[src/rtl/sbrp_pkg.sv]
// ----------------------------------------------------------------------------
// STUN binding request parser package
// Shared types, protocol constants and the CRC-32 byte step.
// ----------------------------------------------------------------------------
`default_nettype none

package sbrp_pkg;

  localparam logic [31:0] CRC_POLY = 32'hedb88320;
  localparam logic [31:0] FP_XOR = 32'h5354554e;
  localparam logic [15:0] TYPE_BINDING_REQ = 16'h0001;
  localparam logic [15:0] ATTR_USERNAME = 16'h0006;
  localparam logic [15:0] ATTR_INTEGRITY = 16'h0008;
  localparam logic [15:0] ATTR_FINGERPRINT = 16'h8028;
  localparam logic [7:0] TYPE_TOP_MASK = 8'hc0;
  localparam logic [16:0] COUNT_MAX = 17'h1ffff;
  localparam logic [16:0] HEADER_BYTES = 17'd20;

  typedef enum logic [1:0] {
    ST_RUN,
    ST_SUM,
    ST_CRC
  } eng_state_t;

  typedef struct packed {
    logic        data_valid;
    logic [7:0]  data_byte;
    logic        end_of_packet;
  } queue_item_t;

  typedef struct packed {
    logic        kind;
    logic [7:0]  user_byte;
    logic        user_restart;
    logic        status;
    logic [7:0]  user_length;
    logic        has_integrity;
    logic        fp_seen;
    logic        fingerprint_ok;
    logic [31:0] txid_high;
    logic [63:0] txid_low;
    logic        last;
  } result_t;

  function automatic logic [7:0] cookie_byte(input logic [1:0] sel);
    logic [7:0] val;
    unique case (sel)
      2'd0: val = 8'h21;
      2'd1: val = 8'h12;
      2'd2: val = 8'ha4;
      default: val = 8'h42;
    endcase
    return val;
  endfunction

  function automatic logic [31:0] crc_byte(input logic [31:0] crc_in, input logic [7:0] b);
    logic [31:0] c;
    c = crc_in ^ {24'h0, b};
    for (int k = 0; k < 8; k++) begin
      c = (c >> 1) ^ (CRC_POLY & {32{c[0]}});
    end
    return c;
  endfunction

endpackage

`default_nettype wire

[src/rtl/sbrp_queue.sv]
// ----------------------------------------------------------------------------
// STUN parser input queue
// Accepts packet bytes and holds them for the parse engine.
// ----------------------------------------------------------------------------
`default_nettype none

module sbrp_queue (
  input  wire logic               clk,
  input  wire logic               rst,
  input  wire logic               in_valid,
  output logic                    in_stall,
  input  wire logic [7:0]         data_byte,
  input  wire logic               end_of_packet,
  output sbrp_pkg::queue_item_t   head,
  input  wire logic               pop
);

  logic [8:0] slots [4];
  logic [1:0] wr_ptr;
  logic [1:0] rd_ptr;
  logic [2:0] count;
  logic       push;
  logic       take;

  assign in_stall = (count == 3'd4);
  assign push = in_valid && !in_stall;
  assign take = pop && (count != 3'd0);

  assign head.data_valid = (count != 3'd0);
  assign head.data_byte = slots[rd_ptr][7:0];
  assign head.end_of_packet = slots[rd_ptr][8];

  always_ff @(posedge clk) begin
    if (push) begin
      slots[wr_ptr] <= {end_of_packet, data_byte};
    end
  end

  always_ff @(posedge clk) begin
    if (rst) begin
      wr_ptr <= '0;
      rd_ptr <= '0;
      count <= '0;
    end else begin
      if (push) begin
        wr_ptr <= wr_ptr + 2'd1;
      end
      if (take) begin
        rd_ptr <= rd_ptr + 2'd1;
      end
      count <= count + {2'b0, push} - {2'b0, take};
    end
  end

endmodule

`default_nettype wire

[config.mk]
export PLATFORM = sky130hd
export DESIGN_NAME = sbrp_queue
export DESIGN_NICKNAME = d
export VERILOG_FILES = /design/src/rtl/sbrp_pkg.sv /design/src/rtl/sbrp_queue.sv
export SDC_FILE = /design/constraint.sdc
export NUM_CORES = 1
export LEC_CHECK = 0
export BUFFER_PORTS_ARGS = -buffer_cell sky130_fd_sc_hd__buf_2
export CAP_MARGIN = 20
export CORE_ASPECT_RATIO = 0.6
export CORE_MARGIN = 4
export CORE_UTILIZATION = 50
export DETAILED_ROUTE_END_ITERATION = 10
export PLACE_DENSITY = 0.74
export SYNTH_ARGS = -nofsm -noshare
export SYNTH_HDL_FRONTEND = slang
export SYNTH_SLANG_ARGS = --single-unit
[constraint.sdc]
create_clock -name clk -period 2.2 [get_ports clk]
set_input_delay 0.11 -clock clk [delete_from_list [all_inputs] [get_ports clk]]
set_output_delay 0.11 -clock clk [all_outputs]
set_load 0.005 [all_outputs]
[Word level (Yosys, flattened, before mapping)]
Memory sizes are Yosys's and may differ from the RTL's. A register that Yosys moved wholly into a read port is not among the register bits.
Index checks and enable logic that the tools add are counted.
Storage, ports and cells
  input bits: 13
  word-level logic and storage cells: 17
  bits in writable memories: 36
  memories kept: 1
  flip-flop bits (word level): 7
  output and inout bits: 11
Operators by class
  $add $sub $neg: 4
  eq/ne operators: 1
  reductions and logical operators: 4
  mux-type cells: 4
Memory list
  slots: words 4, bits a word 9, read ports 1, clocked after memory_dff 1, write ports 1, RTL line sbrp_queue.sv:18  | logic [8:0] slots [4];
Operators by type and width (count)
  $add A2 B1 Y2 const B: 2
  $mux W2: 2
  $add A3 B1 Y3: 1
  $eq A3 B3 Y1 const B: 1
  $reduce_bool A3 Y1: 1
  $sub A3 B1 Y3: 1
  $logic_and A1 B1 Y1: 2
  $mux W1: 2
  $logic_not A1 Y1: 1

[Longest topological paths before layout]
  depth after elaboration: 5
  gate-level depth with buffers: 11
  gate-level depth less buffers: 11

[Least setup slack after synthesis]
OpenSTA, ideal clock, no wires.
  kind: reg2reg
  start point: register count[1]
  end point: register count[2]
  setup time: 78 ps
  cell stages (with the launch flop): 12
  setup slack: 136 ps
  required time: 2122 ps
  arrival: 1986 ps
  period minus slack after synthesis: 2064 ps
  buffers on the path: 0
  path through: dfxtp_1 > nor3b_2 > nor2_2 > inv_1 > ha_1 > inv_1 > ha_1 > inv_1 > fa_1 > xor2_1 > and2_1 > nor3_1
On the way
  word-level cells in the longest chain between the ends: 5
  elaborated cells between the ends (all ways): 7
  classes of those cells: 2 x add/sub; 1 x eq/ne; 4 x reduce/logical
Ends and longest elaborated chain
  from (decl): RTL line sbrp_queue.sv:21  | logic [2:0] count;
  from (signal assigned): RTL line sbrp_queue.sv:51  | count <= count + {2'b0, push} - {2'b0, take};
  $eq A3 B3 Y1: RTL line sbrp_queue.sv:25  | assign in_stall = (count == 3'd4);
  named net in_stall: RTL line sbrp_queue.sv:11  | output logic in_stall,
  $logic_not A1 Y1: RTL line sbrp_queue.sv:26  | assign push = in_valid && !in_stall;
  $logic_and A1 B1 Y1: RTL line sbrp_queue.sv:26
  $add A3 B1 Y3: RTL line sbrp_queue.sv:51
  $sub A3 B1 Y3: RTL line sbrp_queue.sv:51
The timed path passes the listed nets, and every way through them passes these cells.
A chain may end at the register's enable or synchronous reset.

[Worst setup path after layout]
  start point: register count[1]
  end point: register count[2]
On the way
  elaborated cells between the ends (all ways): 7
  classes of those cells: 2 x add/sub; 1 x eq/ne; 4 x reduce/logical
RTL lines
  $reduce_bool A3 Y1: RTL line sbrp_queue.sv:27  | assign take = pop && (count != 3'd0);
  $logic_and A1 B1 Y1: RTL line sbrp_queue.sv:27
  named net take: RTL line sbrp_queue.sv:23  | logic take;
  $sub A3 B1 Y3: RTL line sbrp_queue.sv:51
The timed path passes the listed nets, and every way through them passes these cells.

==> impl_metrics.toml <==
[cells_and_area]
num-fill-cells = 273
regArea_um2 = 1270
diodes = 0
fin_area_um2 = 2040
area_growth_pct = 14.9
multi_input_comb_area_um2 = 483
drive_gt1_frac = 0.392
nNetsFinal = 144
final_cells = 170

[floorplan]
fp.dieH_um = 54.2
core-area_um2 = 3320
dieArea_um2 = 4600
die_x_um = 84.9
start_util = 0.534
rows = 16
num_io_pins = 24

[cts]
cts_buffer_depth = 2
cts_setup_buffers = 0
insertion_delay_ns = 0.29
cts_buffers = 5
cts_tree = "yes"
clk_pin_slew_ns = 0.08
clock-sinks = 45
htree_levels = 2
cts_root_buffer = "clkbuf_8"

[worst_setup_path]
worst_r2r_endpoint = "count[2]"
r2r_slack_ns = 0.13
reg2reg_depth = 9
startpoint = "count[1]"
timing.rr.start = "count[1]"
end_kind = "flop"
crit_required_ns = 2.38
worstPathCellList = "o31a_2 -> ha_1 -> inv_1 -> ha_1 -> inv_1 -> fa_2 -> xor2_1 -> and2_1 -> nor3_2"
path_class = "reg2reg"
slowest_delay_ns = 0.38
crit_slowest_cell = "dfxtp_4"
critPathArrivalTime_ns = 2.26
crit_path_max_fanout = 7
critPathLaunchType = "flop"

[global_routing]
antenna_found_initial = 0
grt_pass1_wl_um = 4710
overflow = 0
grt_pass1_vias = 975
grt_max_degree = 14
grt_usage = 0.146

[logic_synthesis]
ys_types = 25
yosys-top-cells-area = "edfxtp_1 61%, mux4_2 11%, dfxtp_1 10%, ha_1 4.2%, and2_1 1.8%"
synth_nets = 116
avgSynthCellArea_um2 = 18.5
ys_ff_latch = 45
synth_top_cell_area_share = 0.609
netlist_area_um2 = 1780
yosysWarningCount = 0
synth_seq_area_share = 0.710
yosysTopAreaCell = "edfxtp_1"
synthCells = 96

[pwr]
seqPwrFrac = 0.533
p_leak_uw = 0.000737
vdd_ir_drop_max_uv = 498
p_per_area_nw_per_um2 = 1100
p_int_uw = 1620
swShare = 0.282
p_switching_uw = 634
clkPwrFrac = 0.211
power.total_uw = 2250
pwr-share-comb = 0.256

[hold_path]
holdPathEnd = "slots[2][5]"
min_from = "data_byte[5]"
min-delay-path-class = "in2reg"
whs_path_depth = 1

[timing]
finalHoldViolations = 0
hold_ws_ns = 0.0322
min_period_ns = 2.07
tightest_slew_ns = 0.621
setup_violations = 0
fin_skew_ns = 0.00304
finalCritPeriodShare = 0.943
slew_headroom = 0.586
slew_violations = 0
finalSetupTns_ns = 0
timing.fmax_ghz = 0.482

[placed_design]
numPlacedInstances = 162
gp_congestion = 0.675
dp_hpwl_um = 2160
dpl_cell_area_um2 = 1930
io_buffers = 23

[detailed_routing]
drc = 0
vias = 904
drt_iter0_drc = 54
routed_wl_um = 2960
wl_per_cell_um = 17.4
avgViaCountPerCell = 5.32
drtPass1Iterations = 4
antenna_left = 0

[run]
maxCapViolations = 0

[status]
outcome = "finished, final reports clean"
## cells in the mapped netlist (all sizes together)
| library cell | n |
|---|---|
| a21oi | 1 |
| and2 | 5 |
| buf | 2 |
| clkbuf | 1 |
| dfxtp | 9 |
| edfxtp | 36 |
| fa | 1 |
| ha | 6 |
| inv | 6 |
| mux2i | 1 |
| mux4 | 9 |
| nand2b | 2 |
| nor2 | 6 |
| nor2b | 1 |
| nor3 | 1 |
| nor3b | 1 |
| o21ai | 1 |
| o311ai | 1 |
| o31a | 1 |
| or3 | 2 |
| xnor2 | 1 |
| xor2 | 2 |
## flip-flops by register name (all words and copies together), names as in the netlist, named ones only
register  count
slots        36
rd_ptr        2
wr_ptr        2
count         3
## repair_timing
action / in CTS / in global routing
pin swaps: 0 / 1
endpoints found under the setup margin: 1 / 1
hold buffers: 0 / 0
resized for setup: 1 / 8
## power by group through the flow
stage	sequential (uW)	clock, uW	combinational, uW
global route	1220	525	648
detailed placement	1200	0	566
global placement	1180	0	546
CTS	1190	489	576
finish	1200	476	576
floorplan	1120	0	433
## through the flow
step,util,worst slack [ns]
after floorplan,-,0.136
after global placement,0.581,0.0724
after detailed placement,0.581,-0.00924
after CTS,0.608,0.0135
after global routing,0.614,-0.0144
final,0.614,0.126
## cell type report
| type | instances | area share |
|---|---|---|
| clock inverters | 2 | 0.00491 |
| inverters | 6 | 0.0110 |
| clock buffers | 6 | 0.0356 |
| flip-flops and latches | 45 | 0.624 |
| well taps | 45 | 0.0276 |
| multi-input cells | 42 | 0.237 |
| repair buffers | 24 | 0.0601 |
## worst max-delay path, delay by kind of cell (launching register included)
kind                     cells  cell delay [ns]
flip-flops                   1             0.38
adder cells (fa/ha/maj)      3             0.73
XOR/XNOR                     1             0.20
buffers and inverters        2             0.10
AND/OR/NAND/NOR              2             0.21
AO/OA/AOI/OAI                1             0.37
## layer usage
layer	track usage	part of all wire	wire [um]	vias up
li1	-	-	-	417
met1	0.167	0.44	1290	457
met2	0.255	0.49	1450	23
met3	0.0474	0.058	171	7
met4	0.0711	0.016	48	0
met5	0	0	0	-
## logic make-up after synthesis
kind of cell	Yosys count	share of synthesized area
adder cells (fa/ha/maj)	7	0.0536
buffers and inverters	9	0.0254
XOR/XNOR	3	0.0148
flip-flops	45	0.710
AND/OR/NAND/NOR	18	0.0599
multiplexers	10	0.120
AO/OA/AOI/OAI	4	0.0162
## worst max path at each step
stage | to | slack, ns | cells after the start
global route | count[2] | -0.01 | 11
floorplan | count[2] | 0.14 | 11
detailed placement | count[2] | -0.009 | 11
finish | count[2] | 0.13 | 9
global placement | count[2] | 0.07 | 11
CTS | count[2] | 0.01 | 9
## layout by cell type, fill, tap and decap left out, drive strengths merged, types with 2 or more instances in the layout
cell type	instances
nor2	6
edfxtp	36
inv	6
clkinv	2
dfxtp	9
clkbuf	6
xor2	2
and2	5
ha	6
nand2b	2
buf	24
or3	2
mux4	9
Note: power is estimated with default switching activity, not from simulation.
